`src/design/tbp_pkg.sv`:
```
package tbp_pkg;

    // default widths and register settings
    localparam int POS_WIDTH_DEF     = 40;
    localparam int ACC_FRAC_BITS_DEF = 48;
    localparam int GM_WIDTH          = 48;
    localparam int ACC_WIDTH         = 64;
    localparam int FIFO_DEPTH        = 2;

    localparam logic [GM_WIDTH-1:0] GM_RESET = 48'd4902800066000;

    // back-end sequencer states
    typedef enum logic [2:0] {
        ST_IDLE,
        ST_SETUP,
        ST_SQ,
        ST_SQRT,
        ST_DEN,
        ST_NSET,
        ST_NUM,
        ST_DIV
    } t_state;

endpackage

```
`src/design/tbp_fifo.sv`:
```
module tbp_fifo #(
    parameter int WIDTH = 8
) (
    input  logic             i_clk,
    input  logic             i_rst_n,
    input  logic             i_push,
    input  logic [WIDTH-1:0] i_data,
    input  logic             i_pop,
    output logic [WIDTH-1:0] o_data,
    output logic             o_empty,
    output logic             o_full
);
    import tbp_pkg::*;

    localparam int PTR_W = (FIFO_DEPTH > 1) ? $clog2(FIFO_DEPTH) : 1;
    localparam int CNT_W = $clog2(FIFO_DEPTH + 1);

    logic [WIDTH-1:0] r_mem [FIFO_DEPTH];
    logic [PTR_W-1:0] r_wr;
    logic [PTR_W-1:0] r_rd;
    logic [CNT_W-1:0] r_cnt;

    assign o_empty = (r_cnt == '0);
    assign o_full  = (r_cnt == CNT_W'(FIFO_DEPTH));
    assign o_data  = r_mem[r_rd];

    // storage
    always_ff @(posedge i_clk) begin
        if (i_push) begin
            r_mem[r_wr] <= i_data;
        end
    end

    // pointers and fill count
    always_ff @(posedge i_clk) begin
        if (!i_rst_n) begin
            r_wr  <= '0;
            r_rd  <= '0;
            r_cnt <= '0;
        end else begin
            if (i_push) begin
                r_wr <= (r_wr == PTR_W'(FIFO_DEPTH - 1)) ? '0 : r_wr + 1'b1;
            end
            if (i_pop) begin
                r_rd <= (r_rd == PTR_W'(FIFO_DEPTH - 1)) ? '0 : r_rd + 1'b1;
            end
            if (i_push && !i_pop) begin
                r_cnt <= r_cnt + 1'b1;
            end else if (i_pop && !i_push) begin
                r_cnt <= r_cnt - 1'b1;
            end
        end
    end

endmodule

```
`config.mk`:
```
export PLATFORM = sky130hd
export DESIGN_NAME = tbp_fifo
export DESIGN_NICKNAME = d
export VERILOG_FILES = /design/src/design/tbp_pkg.sv /design/src/design/tbp_fifo.sv
export SDC_FILE = /design/constraint.sdc
export NUM_CORES = 1
export LEC_CHECK = 0
export ABC_AREA = 1
export BUFFER_PORTS_ARGS = -buffer_cell sky130_fd_sc_hd__buf_2
export CAP_MARGIN = 20
export CELL_PAD_IN_SITES_DETAIL_PLACEMENT = 0
export CELL_PAD_IN_SITES_GLOBAL_PLACEMENT = 1
export CORE_ASPECT_RATIO = 1.75
export CORE_MARGIN = 2
export CORE_UTILIZATION = 30
export DETAILED_ROUTE_END_ITERATION = 8
export GPL_TIMING_DRIVEN = 0
export PLACE_DENSITY_LB_ADDON = 0.1
export SETUP_SLACK_MARGIN = 0.4
export SYNTH_ARGS = -nofsm -noshare
export SYNTH_HDL_FRONTEND = slang
export SYNTH_SLANG_ARGS = --single-unit
```
`constraint.sdc`:
```
create_clock -name i_clk -period 1.1 [get_ports i_clk]
set_clock_uncertainty 0.15 [all_clocks]
set_input_delay 0.055 -clock i_clk [delete_from_list [all_inputs] [get_ports i_clk]]
set_output_delay 0.055 -clock i_clk [all_outputs]
set_load 0.05 [all_outputs]
```
==> flow_summary.json <==
{
  "setup_viol_count_final": 9,
  "dieHeight_um": 72.5,
  "dieArea_mm2": 0.00313,
  "setup_slack_ps": -299,
  "report.final.hold_viol_count": 21,
  "synth_xor_area_share_pct": 1.09,
  "worstHoldEndpoint": "r_mem[1][0]$_DFFE_PP_",
  "antenna_cells": 0,
  "holdWs_ps": -162,
  "grt_max_degree": 12,
  "via_per_inst": 4.73,
  "synth-seq-area-share_pct": 72.2,
  "cts_tree": "built",
  "place_inst": 105,
  "insertion_delay_ps": 250,
  "hold_start": "i_data[0]",
  "required_ps": 890,
  "violations": "hold timing, setup timing",
  "avgSynthCellArea_um2": 13.9,
  "synth_area_um2": 805,
  "reg2reg_to": "r_mem[0][4]$_DFFE_PP_",
  "gp_congestion": 0.673,
  "wl_per_cell_um": 11.9,
  "synth-adder-area-share_pct": 1.56,
  "area_delta_synth_final_pct": 51.9,
  "clk_path_buf_depth": 2,
  "nets": 100,
  "synth-seq-cells": 21,
  "synth_nets": 71,
  "synth_top_cell_by_area": "edfxtp_1",
  "pwr_density_cell_mw_per_mm2": 1570,
  "max_freq_mhz": 715,
  "root_buffer": "clkbuf_8",
  "first_global_vias": 556,
  "routed_wl_mm": 1.33,
  "reg2reg_depth": 1,
  "path_max_fanout": 8,
  "dpl.hpwl_um": 945,
  "slew_viol_final": 0,
  "hold_path.class": "in -> reg",
  "start_kind": "flip-flop",
  "antenna_left": 0,
  "drtPass1Iterations": 4,
  "worst_pin_slew_ps": 265,
  "gr-total-overflow": 0,
  "maxCapViolations": 0,
  "grtUsageTotal_pct": 9.79,
  "p_leak_nw": 0.506,
  "drt_iter0_markers": 15,
  "final_cells": 112,
  "r2r_slack_ps": 40,
  "via_count": 530,
  "grt_pass1_wl_mm": 2.20,
  "synth_compound_area_share_pct": 1.24,
  "final_area_mm2": 0.00122,
  "synth_cells": 58,
  "drive_above_1_share_pct": 67.4,
  "die_w_um": 43.1,
  "total_power_mw": 1.92,
  "synth.mux.area_fraction_pct": 11.2,
  "reg2reg_from": "r_wr$_SDFFE_PN0P_",
  "synth.top_cell.area_share_pct": 59.7,
  "yosys.area_share.simple_pct": 7.93,
  "synth_cell_type_count": 16,
  "num_rows": 24,
  "peakVddDrop_mv": 0.668,
  "hold_path_depth": 1,
  "htreeDepth": 1,
  "antenna_found_initial": 0,
  "cp.arrival_ps": 1190,
  "core_mm2": 0.00252,
  "clk_pin_slew_ps": 70,
  "post-route-period-util_pct": 127,
  "endpoint_kind": "output port",
  "ys_top_cells_by_area": "edfxtp_1 (60%), dfxtp_1 (12%), mux2_2 (11%)",
  "rsz0062_at_grt": "yes",
  "relSlewSlack_pct": 82.3,
  "layout_min_cycle_time_ps": 1400,
  "io_pins": 22,
  "synth_top_family_by_area": "multiplexers",
  "io_buffers": 21,
  "path_class": "reg -> out",
  "clock_sinks": 21,
  "status": "complete, but fails checks",
  "cts_buffers": 3,
  "drc_errors": 0,
  "ys_warn_count": 0,
  "initial_core_util_pct": 31.9,
  "place_area_mm2": 0.00104
}
-- flip-flops by register name, indices dropped and copies added (netlist names), named ones only --
register  cells
r_wr          1
r_cnt         2
r_mem        16
r_rd          1
-- cell families (layout without fill, tap and decap cells) --
logic type / count (synthesis) / count (layout)
adders and majority gates: 1 / 1
and+or+nand+nor: 15 / 15
DFF: 21 / 21
buffers and inverters: 10 / 38
muxes: 8 / 8
AOI/OAI and AO/OA: 2 / 2
xor gates and xnor gates: 1 / 1
-- critical path, cell delays in order (launching register included) --
cell and delay, ps:
dfxtp_2 330, buf_8 140, mux2_4 310, buf_6 150
-- final cells by class --
| cell class | instances | area, µm² |
|---|---|---|
| well taps | 26 | 32.5 |
| flip-flops and latches | 21 | 594 |
| repair buffers | 23 | 194 |
| clock buffers | 4 | 45.0 |
| fillers | 243 | 1300 |
| plain buffers | 1 | 15.0 |
| multi-input cells | 27 | 280 |
| inverters | 9 | 53.8 |
| repair inverters | 1 | 7.51 |
-- stage by stage --
| stage | utilization [%] | worst slack [ps] | setup TNS, ps |
|---|---|---|---|
| after floorplan | - | 73.3 | 0 |
| after global placement | 41.4 | -82.1 | -604 |
| after detailed placement | 41.4 | -78.4 | -596 |
| after CTS | 47.9 | -308 | -2460 |
| after global routing | 48.5 | -338 | -2710 |
| final | 48.5 | -299 | -2360 |
-- timing repair --
| action | in CTS | in global routing |
|---|---|---|
| cloned | 1 | 0 |
| gates resized for setup | 33 | 2 |
| hold endpoints to repair | 21 | 20 |
| pin swaps | 2 | 4 |
| buffers inserted | 1 | 1 |
| endpoints found under the setup margin | 31 | 31 |
-- layout by cell type (no fill, tap or decap) --
master      Yosys  routed
a21oi_2         0       1
buf_2           1      11
buf_6           0      11
buf_8           0       2
clkbuf_1        0       1
clkbuf_8        0       3
clkinvlp_4      0       1
dfxtp_2         0       2
dfxtp_4         0       3
edfxtp_1       16      16
ha_4            0       1
inv_1           8       4
inv_12          0       1
inv_2           1       2
inv_4           0       1
inv_6           0       1
mux2_4          0       8
nand2_1         4       2
nand2_2         1       2
nand2_4         0       1
nand3_2         0       1
nand4_1         1       1
nor2_1          7       4
nor2_2          0       1
nor2_4          0       2
nor3_2          0       1
o21ai_2         0       1
xnor2_2         0       1
-- cells in the mapped netlist --
cell type and number:
inv_2 1, ha_1 1, o21ai_0 1, a21oi_1 1
dfxtp_1 5, edfxtp_1 16, inv_1 8, nor2_1 7
buf_2 1, nor3_1 1, nand2_2 1, nand4_1 1
mux2_2 8, nand2_1 4, xnor2_1 1, nand3_1 1
-- per-layer routing --
layer | up-vias | share of wire, % | GRT usage, %
met5 | - | 0 | 0
met4 | 0 | 2.9 | 7.07
met3 | 4 | 5.2 | 1.99
met2 | 14 | 63 | 19.1
met1 | 260 | 29 | 8.01
li1 | 252 | - | -
-- how the worst max path moves through the flow --
| stage | cells after the start | end | slack, ps | from |
|---|---|---|---|---|
| after global placement | 3 | o_data[1] | -80 | flip-flop |
| after detailed placement | 3 | o_data[1] | -80 | flip-flop |
| after CTS | 3 | o_data[1] | -310 | flip-flop |
| after global routing | 3 | o_data[2] | -340 | flip-flop |
| final | 3 | o_data[2] | -300 | flip-flop |
| after floorplan | 2 | o_data[0] | 70 | flip-flop |
-- power by group --
part | switching [mW] | total (mW) | leakage (nW) | internal [mW]
clock | 0.226 | 0.483 | 0.0228 | 0.257
sequential | 0.0298 | 0.940 | 0.194 | 0.911
combinational | 0.279 | 0.497 | 0.289 | 0.218
total | 0.535 | 1.92 | 0.506 | 1.39
Power figures use the tool's default switching activity.
