--- config.mk ---
export PLATFORM = sky130hd
export DESIGN_NAME = tbp_back
export DESIGN_NICKNAME = d
export VERILOG_FILES = /design/src/design/tbp_pkg.sv /design/src/design/tbp_sqrt.sv /design/src/design/tbp_div.sv /design/src/design/tbp_back.sv
export SDC_FILE = /design/constraint.sdc
export NUM_CORES = 2
export LEC_CHECK = 0
export BUFFER_PORTS_ARGS = -buffer_cell sky130_fd_sc_hd__buf_2
export CAP_MARGIN = 5
export CORE_UTILIZATION = 61
export DETAILED_ROUTE_END_ITERATION = 7
export GPL_TIMING_DRIVEN = 0
export PLACE_DENSITY = 0.85
export SYNTH_ARGS = -nofsm -noshare
export SYNTH_HDL_FRONTEND = slang
export SYNTH_HIERARCHICAL = 1
export SYNTH_SLANG_ARGS = --single-unit
--- constraint.sdc ---
create_clock -name i_clk -period 40.3 [get_ports i_clk]
set_clock_uncertainty 0.05 [all_clocks]
set_input_delay 4.03 -clock i_clk [delete_from_list [all_inputs] [get_ports i_clk]]
set_output_delay 4.03 -clock i_clk [all_outputs]
set_load 0.02 [all_outputs]
--- src/design/tbp_pkg.sv ---
package tbp_pkg;

    // default widths and register settings
    localparam int POS_WIDTH_DEF     = 40;
    localparam int ACC_FRAC_BITS_DEF = 48;
    localparam int GM_WIDTH          = 48;
    localparam int ACC_WIDTH         = 64;
    localparam int FIFO_DEPTH        = 2;

    localparam logic [GM_WIDTH-1:0] GM_RESET = 48'd4902800066000;

    // back-end sequencer states
    typedef enum logic [2:0] {
        ST_IDLE,
        ST_SETUP,
        ST_SQ,
        ST_SQRT,
        ST_DEN,
        ST_NSET,
        ST_NUM,
        ST_DIV
    } t_state;

endpackage

--- src/design/tbp_sqrt.sv ---
module tbp_sqrt #(
    parameter int POS_WIDTH = 40
) (
    input  logic                        i_clk,
    input  logic                        i_rst_n,
    input  logic                        i_start,
    input  logic [2*(POS_WIDTH+1)-1:0]  i_rad,
    output logic [POS_WIDTH:0]          o_root,
    output logic                        o_done
);
    localparam int M  = POS_WIDTH + 1;
    localparam int QW = 2 * M;
    localparam int CW = $clog2(M);

    logic          r_busy;
    logic          r_done;
    logic [CW-1:0] r_cnt;
    logic [QW-1:0] r_rad;
    logic [M:0]    r_rem;
    logic [M-1:0]  r_root;
    logic [M+2:0]  rem_sh;
    logic [M+2:0]  trial;
    logic          ge;

    // one root bit per cycle
    assign rem_sh = {r_rem, r_rad[QW-1:QW-2]};
    assign trial  = {1'b0, r_root, 2'b01};
    assign ge     = (rem_sh >= trial);

    assign o_root = r_root;
    assign o_done = r_done;

    always_ff @(posedge i_clk) begin
        if (!i_rst_n) begin
            r_busy <= 1'b0;
            r_done <= 1'b0;
            r_cnt  <= '0;
        end else begin
            r_done <= 1'b0;
            if (i_start) begin
                r_busy <= 1'b1;
                r_cnt  <= '0;
            end else if (r_busy) begin
                r_cnt <= r_cnt + 1'b1;
                if (r_cnt == CW'(M - 1)) begin
                    r_busy <= 1'b0;
                    r_done <= 1'b1;
                end
            end
        end
    end

    // datapath
    always_ff @(posedge i_clk) begin
        if (i_start) begin
            r_rad  <= i_rad;
            r_rem  <= '0;
            r_root <= '0;
        end else if (r_busy) begin
            r_rad  <= {r_rad[QW-3:0], 2'b00};
            r_rem  <= ge ? (M+1)'(rem_sh - trial) : (M+1)'(rem_sh);
            r_root <= {r_root[M-2:0], ge};
        end
    end

endmodule

--- src/design/tbp_div.sv ---
module tbp_div #(
    parameter int POS_WIDTH     = 40,
    parameter int ACC_FRAC_BITS = 48
) (
    input  logic          i_clk,
    input  logic          i_rst_n,
    input  logic          i_start,
    input  logic [tbp_pkg::GM_WIDTH+POS_WIDTH+ACC_FRAC_BITS:0] i_num,
    input  logic [3*(POS_WIDTH+1)-1:0]                         i_den,
    output logic [tbp_pkg::GM_WIDTH+POS_WIDTH+ACC_FRAC_BITS:0] o_quo,
    output logic          o_done
);
    import tbp_pkg::*;

    localparam int M  = POS_WIDTH + 1;
    localparam int NW = GM_WIDTH + M + ACC_FRAC_BITS;
    localparam int DW = 3 * M;
    localparam int CW = $clog2(NW);

    logic          r_busy;
    logic          r_fin;
    logic          r_done;
    logic [CW-1:0] r_cnt;
    logic [NW-1:0] r_num;
    logic [DW-1:0] r_den;
    logic [DW-1:0] r_rem;
    logic [NW-1:0] r_quo;
    logic [DW:0]   rem_sh;
    logic          ge;
    logic          round_up;

    // restoring step, one quotient bit per cycle
    assign rem_sh   = {r_rem, r_num[NW-1]};
    assign ge       = (rem_sh >= {1'b0, r_den});
    assign round_up = ({r_rem, 1'b0} >= {1'b0, r_den});

    assign o_quo  = r_quo;
    assign o_done = r_done;

    always_ff @(posedge i_clk) begin
        if (!i_rst_n) begin
            r_busy <= 1'b0;
            r_fin  <= 1'b0;
            r_done <= 1'b0;
            r_cnt  <= '0;
        end else begin
            r_done <= 1'b0;
            if (i_start) begin
                r_busy <= 1'b1;
                r_cnt  <= '0;
            end else if (r_busy) begin
                r_cnt <= r_cnt + 1'b1;
                if (r_cnt == CW'(NW - 1)) begin
                    r_busy <= 1'b0;
                    r_fin  <= 1'b1;
                end
            end else if (r_fin) begin
                r_fin  <= 1'b0;
                r_done <= 1'b1;
            end
        end
    end

    // datapath, final cycle rounds half up
    always_ff @(posedge i_clk) begin
        if (i_start) begin
            r_num <= i_num;
            r_den <= i_den;
            r_rem <= '0;
            r_quo <= '0;
        end else if (r_busy) begin
            r_num <= {r_num[NW-2:0], 1'b0};
            r_rem <= ge ? DW'(rem_sh - {1'b0, r_den}) : DW'(rem_sh);
            r_quo <= {r_quo[NW-2:0], ge};
        end else if (r_fin && round_up) begin
            r_quo <= r_quo + 1'b1;
        end
    end

endmodule

--- src/design/tbp_back.sv ---
module tbp_back #(
    parameter int POS_WIDTH     = 40,
    parameter int ACC_FRAC_BITS = 48
) (
    input  logic                             i_clk,
    input  logic                             i_rst_n,
    input  logic [6*(POS_WIDTH+1)+6:0]       i_data,
    input  logic                             i_empty,
    output logic                             o_pop,
    input  logic [tbp_pkg::GM_WIDTH-1:0]     i_gm,
    output logic                             o_valid,
    output logic signed [tbp_pkg::ACC_WIDTH-1:0] o_accel [3],
    output logic                             o_saturated,
    output logic                             o_singular
);
    import tbp_pkg::*;

    localparam int M  = POS_WIDTH + 1;
    localparam int QW = 2 * M;
    localparam int DW = 3 * M;
    localparam int AW = DW;
    localparam int PN = GM_WIDTH + M;
    localparam int NW = PN + ACC_FRAC_BITS;
    localparam int TW = NW + 1;
    localparam int XW = NW + 2;
    localparam int CW = $clog2(M);
    localparam int IW = 6 * M + 7;

    t_state                r_state, n_state;
    logic [IW-1:0]         r_item, n_item;
    logic                  r_pass, n_pass;
    logic [1:0]            r_comp, n_comp;
    logic [CW-1:0]         r_cnt, n_cnt;
    logic [AW-1:0]         r_ma, n_ma;
    logic [M-1:0]          r_mb, n_mb;
    logic [AW-1:0]         r_acc, n_acc;
    logic [DW-1:0]         r_den, n_den;
    logic signed [TW-1:0]  r_td [3];
    logic signed [TW-1:0]  n_td [3];
    logic signed [ACC_WIDTH-1:0] r_out [3];
    logic signed [ACC_WIDTH-1:0] n_out [3];
    logic                  r_sat, n_sat;
    logic                  r_sing, n_sing;
    logic                  r_valid, n_valid;
    logic                  r_go_sqrt, n_go_sqrt;
    logic                  r_go_div, n_go_div;

    logic [M-1:0]          mag_sel;
    logic                  neg_sel;
    logic [AW-1:0]         mul_step;
    logic [M-1:0]          root;
    logic                  sqrt_done;
    logic [NW-1:0]         quo;
    logic                  div_done;
    logic signed [TW-1:0]  term;
    logic signed [XW-1:0]  diff;
    logic                  fits;

    // operand for the current pass and component
    assign mag_sel = r_pass ? r_item[(32'(r_comp) + 3) * M +: M] : r_item[32'(r_comp) * M +: M];
    assign neg_sel = r_pass ? r_item[6*M + 3 + 32'(r_comp)] : r_item[6*M + 32'(r_comp)];

    // shift-add multiplier step
    assign mul_step = r_mb[0] ? r_acc + r_ma : r_acc;

    // signed term and difference against the direct term
    assign term = neg_sel ? -$signed({1'b0, quo}) : $signed({1'b0, quo});
    assign diff = {r_td[r_comp][TW-1], r_td[r_comp]} - {term[TW-1], term};
    assign fits = (&diff[XW-1:ACC_WIDTH-1]) | ~(|diff[XW-1:ACC_WIDTH-1]);

    tbp_sqrt #(
        .POS_WIDTH (POS_WIDTH)
    ) u_sqrt (
        .i_clk   (i_clk),
        .i_rst_n (i_rst_n),
        .i_start (r_go_sqrt),
        .i_rad   (r_acc[QW-1:0]),
        .o_root  (root),
        .o_done  (sqrt_done)
    );

    tbp_div #(
        .POS_WIDTH     (POS_WIDTH),
        .ACC_FRAC_BITS (ACC_FRAC_BITS)
    ) u_div (
        .i_clk   (i_clk),
        .i_rst_n (i_rst_n),
        .i_start (r_go_div),
        .i_num   ({r_acc[PN-1:0], {ACC_FRAC_BITS{1'b0}}}),
        .i_den   (r_den),
        .o_quo   (quo),
        .o_done  (div_done)
    );

    // state register
    always_ff @(posedge i_clk) begin
        if (!i_rst_n) begin
            r_state   <= ST_IDLE;
            r_valid   <= 1'b0;
            r_go_sqrt <= 1'b0;
            r_go_div  <= 1'b0;
            r_pass    <= 1'b0;
            r_comp    <= '0;
            r_cnt     <= '0;
        end else begin
            r_state   <= n_state;
            r_valid   <= n_valid;
            r_go_sqrt <= n_go_sqrt;
            r_go_div  <= n_go_div;
            r_pass    <= n_pass;
            r_comp    <= n_comp;
            r_cnt     <= n_cnt;
        end
    end

    // datapath registers
    always_ff @(posedge i_clk) begin
        r_item <= n_item;
        r_ma   <= n_ma;
        r_mb   <= n_mb;
        r_acc  <= n_acc;
        r_den  <= n_den;
        r_td   <= n_td;
        r_out  <= n_out;
        r_sat  <= n_sat;
        r_sing <= n_sing;
    end

    // sequencer
    always_comb begin
        n_state   = r_state;
        n_item    = r_item;
        n_pass    = r_pass;
        n_comp    = r_comp;
        n_cnt     = r_cnt;
        n_ma      = r_ma;
        n_mb      = r_mb;
        n_acc     = r_acc;
        n_den     = r_den;
        n_td      = r_td;
        n_out     = r_out;
        n_sat     = r_sat;
        n_sing    = r_sing;
        n_valid   = 1'b0;
        n_go_sqrt = 1'b0;
        n_go_div  = 1'b0;
        o_pop     = 1'b0;
        case (r_state)
            ST_IDLE: begin
                if (!i_empty) begin
                    o_pop  = 1'b1;
                    n_item = i_data;
                    n_sat  = 1'b0;
                    n_pass = 1'b0;
                    n_comp = '0;
                    if (i_data[6*M+6]) begin
                        n_out   = '{default: '0};
                        n_sing  = 1'b1;
                        n_valid = 1'b1;
                    end else begin
                        n_sing  = 1'b0;
                        n_state = ST_SETUP;
                    end
                end
            end
            ST_SETUP: begin
                n_ma  = AW'(mag_sel);
                n_mb  = mag_sel;
                n_cnt = '0;
                if (r_comp == '0) begin
                    n_acc = '0;
                end
                n_state = ST_SQ;
            end
            ST_SQ: begin
                n_acc = mul_step;
                n_ma  = {r_ma[AW-2:0], 1'b0};
                n_mb  = {1'b0, r_mb[M-1:1]};
                n_cnt = r_cnt + 1'b1;
                if (r_cnt == CW'(M - 1)) begin
                    if (r_comp == 2'd2) begin
                        n_comp    = '0;
                        n_go_sqrt = 1'b1;
                        n_state   = ST_SQRT;
                    end else begin
                        n_comp  = r_comp + 1'b1;
                        n_state = ST_SETUP;
                    end
                end
            end
            ST_SQRT: begin
                if (sqrt_done) begin
                    n_ma    = AW'(r_acc[QW-1:0]);
                    n_mb    = root;
                    n_acc   = '0;
                    n_cnt   = '0;
                    n_state = ST_DEN;
                end
            end
            ST_DEN: begin
                n_acc = mul_step;
                n_ma  = {r_ma[AW-2:0], 1'b0};
                n_mb  = {1'b0, r_mb[M-1:1]};
                n_cnt = r_cnt + 1'b1;
                if (r_cnt == CW'(M - 1)) begin
                    n_den   = mul_step;
                    n_state = ST_NSET;
                end
            end
            ST_NSET: begin
                n_ma    = AW'(i_gm);
                n_mb    = mag_sel;
                n_acc   = '0;
                n_cnt   = '0;
                n_state = ST_NUM;
            end
            ST_NUM: begin
                n_acc = mul_step;
                n_ma  = {r_ma[AW-2:0], 1'b0};
                n_mb  = {1'b0, r_mb[M-1:1]};
                n_cnt = r_cnt + 1'b1;
                if (r_cnt == CW'(M - 1)) begin
                    n_go_div = 1'b1;
                    n_state  = ST_DIV;
                end
            end
            ST_DIV: begin
                if (div_done) begin
                    if (!r_pass) begin
                        n_td[r_comp] = term;
                    end else if (fits) begin
                        n_out[r_comp] = diff[ACC_WIDTH-1:0];
                    end else begin
                        n_sat         = 1'b1;
                        n_out[r_comp] = diff[XW-1] ? {1'b1, {(ACC_WIDTH-1){1'b0}}}
                                                   : {1'b0, {(ACC_WIDTH-1){1'b1}}};
                    end
                    if (r_comp != 2'd2) begin
                        n_comp  = r_comp + 1'b1;
                        n_state = ST_NSET;
                    end else if (!r_pass) begin
                        n_pass  = 1'b1;
                        n_comp  = '0;
                        n_state = ST_SETUP;
                    end else begin
                        n_valid = 1'b1;
                        n_state = ST_IDLE;
                    end
                end
            end
            default: begin
                n_state = ST_IDLE;
            end
        endcase
    end

    assign o_valid     = r_valid;
    assign o_accel     = r_out;
    assign o_saturated = r_sat;
    assign o_singular  = r_sing;

    // the two iterative units are never launched together
    a_one_launch: assert property (@(posedge i_clk) disable iff (!i_rst_n)
        !(r_go_sqrt && r_go_div))
        else $error("sqrt and divider launched in the same cycle");

    // a result follows either a pop in idle or the last division
    a_result_src: assert property (@(posedge i_clk) disable iff (!i_rst_n)
        r_valid |-> ($past(r_state) == ST_IDLE || $past(r_state) == ST_DIV))
        else $error("result strobe from unexpected state");

    // singular results carry zero acceleration and no saturation
    a_singular_zero: assert property (@(posedge i_clk) disable iff (!i_rst_n)
        (r_valid && r_sing) |-> (r_out[0] == '0 && r_out[1] == '0 &&
                                 r_out[2] == '0 && !r_sat))
        else $error("singular result with nonzero acceleration");

    // the divider only reports back while a division is awaited
    a_div_owner: assert property (@(posedge i_clk) disable iff (!i_rst_n)
        div_done |-> (r_state == ST_DIV))
        else $error("divider done outside division state");

endmodule

==> impl_metrics.csv <==
group,metric,value,unit
placed_design,place_ws,23.86,ns
yosys,synth-adder-area-share,4.794,%
pwr,cellPowerDensity,75.25,nW/um^2
pwr,leakagePower,47.16,nW
timing,fmax,0.05861,GHz
timing,period_minus_slack,17.06,ns
final_layout,stdcell_count,14910,
clocking,clkLatencyLatePin,0.92,ns
placed_design,dp_cells,14490,
yosys,synth_edf_count,1612,
status,status,"complete, but fails checks",
critical_path,crit_path_end_kind,"flip-flop",
final_layout,stdcell_area,129100,um^2
pwr,peakVddDrop,0.05697,mV
clocking,postCtsResizedCells,0,
yosys,async_flop_share,0,%
critical_path,critPathRequiredTime,40.86,ns
timing,hold_viol,0,
yosys,syn_inst,11370,
grt,overflow,0,
pwr,design_power_total,9.713,mW
worst_hold_path,holdPathEnd,"u_div/r_den[80]",
final_layout,nets,12950,
placed_design,portBuffers,499,
pwr,p_switching,4.255,mW
floorplan,fp.dieW,436.3,um
floorplan,chipHeight,436.3,um
timing,maxSlewHeadroom,0.1602,%
timing,worstMarginPinSlew,1.498,ns
grt,track_usage,40.54,%
final_layout,drive_above_1_share,12.24,%
critical_path,crit_top_cell,"clkbuf_1",
yosys,synth_area_leaders,"edfxtp_1 (42%), dfxtp_1 (6.6%), ha_1 (4.7%)",
route,drc,53,
yosys,ys.flop_type,"edfxtp_1",
timing,slew_viol_final,0,
floorplan,placementRows,159,
status,violations,"DRC, capacitance limit",
route,ant_nets,0,
yosys,synth_area,115100,um^2
critical_path,slowest_delay,0.95,ns
floorplan,boundaryPins,500,
route,drtPass1Iterations,8,
route,wirelength,400100,um
critical_path,cp_slowest_cell,"clkbuf_1",
timing,fin_crit_sh,42.34,%
critical_path,path_class,"flip-flop to flip-flop",
route,post_drt_via_cell_ratio,6.716,
yosys,synth_cell_types,118,
pwr,switching_share,43.81,%
yosys,ys_seq_elements,1989,
grt,grt_max_degree,76,
yosys,synth_top_family_by_area,"compound AO/OA/AOI/OAI gates",
clocking,numCtsBuffers,202,
pwr,p_int,5.458,mW
run,cap_violations,3,
pwr,pwr-share-comb,48.3,%
yosys,synth-xor-area-share,4.363,%
placed_design,place_area,122000,um^2
yosys,synth_top_area_share,42.07,%
floorplan,design.die.area,190400,um^2
clocking,post-cts-setup-buffer-count,0,
clocking,hold_buffers,0,
critical_path,worstReg2RegEnd,"o_accel[143]",
grt,grt_pass1_vias,95710,
grt,antenna_found_initial,50,
timing,rsz0062_at_grt,"false",
yosys,synth.area.mux_share,6.623,%
clocking,htreeDepth,4,
clocking,path_clk_slew,0.06,ns
critical_path,crit_path_start_kind,"flip-flop",
yosys,synthSimpleGateAreaFrac,14.19,%
timing,final.hold.worst_slack,0.3598,ns
clocking,clockBufferDepth,3,
pwr,clock_power_share,20.5,%
route,vias,100200,
worst_hold_path,min_delay_path_depth,0,
clocking,cts_root_buf,"clkbuf_16",
timing,fin_ws,23.24,ns
placed_design,gp_congestion,1.078,
final_layout,area_growth,12.19,%
floorplan,core_area,187600,um^2
pwr,power.share.sequential,31.3,%
route,drtIter0Drc,13600,
clocking,clock_sinks,1989,
critical_path,crit_fanout,10,
clocking,cts_tree,"built",
timing,setup_viol,0,
grt,grt_pass1_wl,586700,um
worst_hold_path,min_from,"r_den[80]",
placed_design,hpwlAfterDp,304700,um
floorplan,initial_core_util,61.33,%
yosys,synth_warnings,6,
critical_path,reg2reg_from,"r_comp[0]",
critical_path,arrival,17.62,ns
yosys,syn-mean-instance-area,10.12,um^2
yosys,yosysTopAreaCell,"edfxtp_1",
critical_path,reg2reg_depth,36,
worst_hold_path,hp-class,"flip-flop to flip-flop",
critical_path,rrSetupSlack,23.24,ns
route,wire_per_inst,26.83,um
yosys,synth_compound_area_share,17.37,%
yosys,yosysSeqAreaShare,48.63,%
## metrics by stage
stage / utilization [%] / TNS (ns)
2_1_floorplan: - / 0
3_3_place_gp: 64.42 / -2.727
3_5_place_dp: 65.01 / 0
4_1_cts: 68.74 / 0
5_1_grt: 68.80 / 0
6_report: 68.81 / 0
## state kept, by name, summed over array words and instances, names as in the netlist, 8 cells and up
| signal | cells |
|---|---|
| r_td | 414 |
| r_item | 252 |
| o_accel | 192 |
| u_div/o_quo | 137 |
| u_div/r_num | 137 |
| r_acc | 123 |
| r_den | 123 |
| r_ma | 123 |
| u_div/r_den | 123 |
| u_div/r_rem | 123 |
| u_sqrt/r_rad | 82 |
| u_sqrt/r_rem | 42 |
| r_mb | 41 |
| u_sqrt/o_root | 41 |
| u_div/r_cnt | 8 |
## final cells by class
class                           instances  area, um^2
Fill cell                           13830       58510
Sequential cell                      1989       55960
Multi-Input combinational cell       8251       54720
Clock buffer                          241        5323
Timing Repair Buffer                  579        3551
Tap cell                             2495        3122
Buffer                                663        2693
Inverter                              518        1952
Clock inverter                        140        1682
Antenna cell                           37       92.59
## critical path, delay by kind of cell (launching register included)
family | cells | cell delay [ns]
compound gates | 13 | 4.60
xor+xnor | 2 | 0.72
fa+ha+maj | 2 | 0.87
buf+inv | 10 | 6.32
flops | 1 | 0.83
mux | 1 | 0.21
simple gates | 8 | 3.10
## logic make-up (layout without fill, tap and decap cells)
kind of cell    Yosys count  in the layout
compound gates         3092           3092
xor+xnor                571            571
fa+ha+maj               439            439
buf+inv                1181           2141
flops                  1989           1989
mux                     658            658
other cells               1             85
simple gates           3443           3443
## power groups by stage
stage	combinational, mW	sequential, mW	clock [mW]
after CTS	4.52	3.02	1.99
after global routing	4.96	3.05	2.07
final	4.69	3.04	1.99
after floorplan	2.99	3.10	0
after detailed placement	4.48	3.05	0
after global placement	4.31	3.21	0
## cell usage in the layout, fill, tap and decap left out, drive strengths merged, types with 56 or more instances in the layout
master / n
mux2i: 273
a22oi: 59
a311oi: 87
buf: 702
a21oi: 819
inv: 529
clkinv: 82
nand2: 1335
nor2: 729
a21o: 246
nand3: 203
o22ai: 103
xnor2: 364
ha: 436
dfxtp: 377
nor2b: 71
nor3: 199
o21bai: 115
mux2: 336
o21ai: 722
o211ai: 281
and2: 218
nor4: 82
or3: 63
xor2: 207
nand2b: 56
and3: 87
nand4: 237
edfxtp: 1612
o21a: 61
a31oi: 87
a211oi: 96
clkbuf: 781
## cells in the mapped netlist, types with 207 or more instances
master,n
xnor2_1,363
dfxtp_1,377
mux2i_1,273
nand4_1,235
a21o_1,246
ha_1,436
o211ai_1,279
o21ai_0,704
and2_1,216
edfxtp_1,1612
mux2_2,336
a21oi_1,818
inv_1,513
clkbuf_1,535
xor2_1,207
nor2_1,729
nand2_1,1335
## worst max path at each step
stage | cells after the start | startpoint | endpoint | slack [ns]
floorplan | 1 | i_empty | o_pop | 7.82
global placement | 3 | i_empty | o_pop | -2.73
detailed placement | 36 | r_comp[0] | o_accel[133] | 23.86
CTS | 36 | r_comp[0] | o_accel[143] | 23.85
global route | 36 | r_comp[0] | o_accel[153] | 23.18
finish | 36 | r_comp[0] | o_accel[143] | 23.24
## per-layer routing
layer	global-route usage, %	vias to the layer above	share of wire [%]
met4	27.38	24	7.6
met3	10.50	1560	12
li1	-	43950	-
met2	62.84	6740	45
met5	0	-	0.040
met1	49.84	47880	36
No activity file was read; power rests on OpenSTA's default activity.
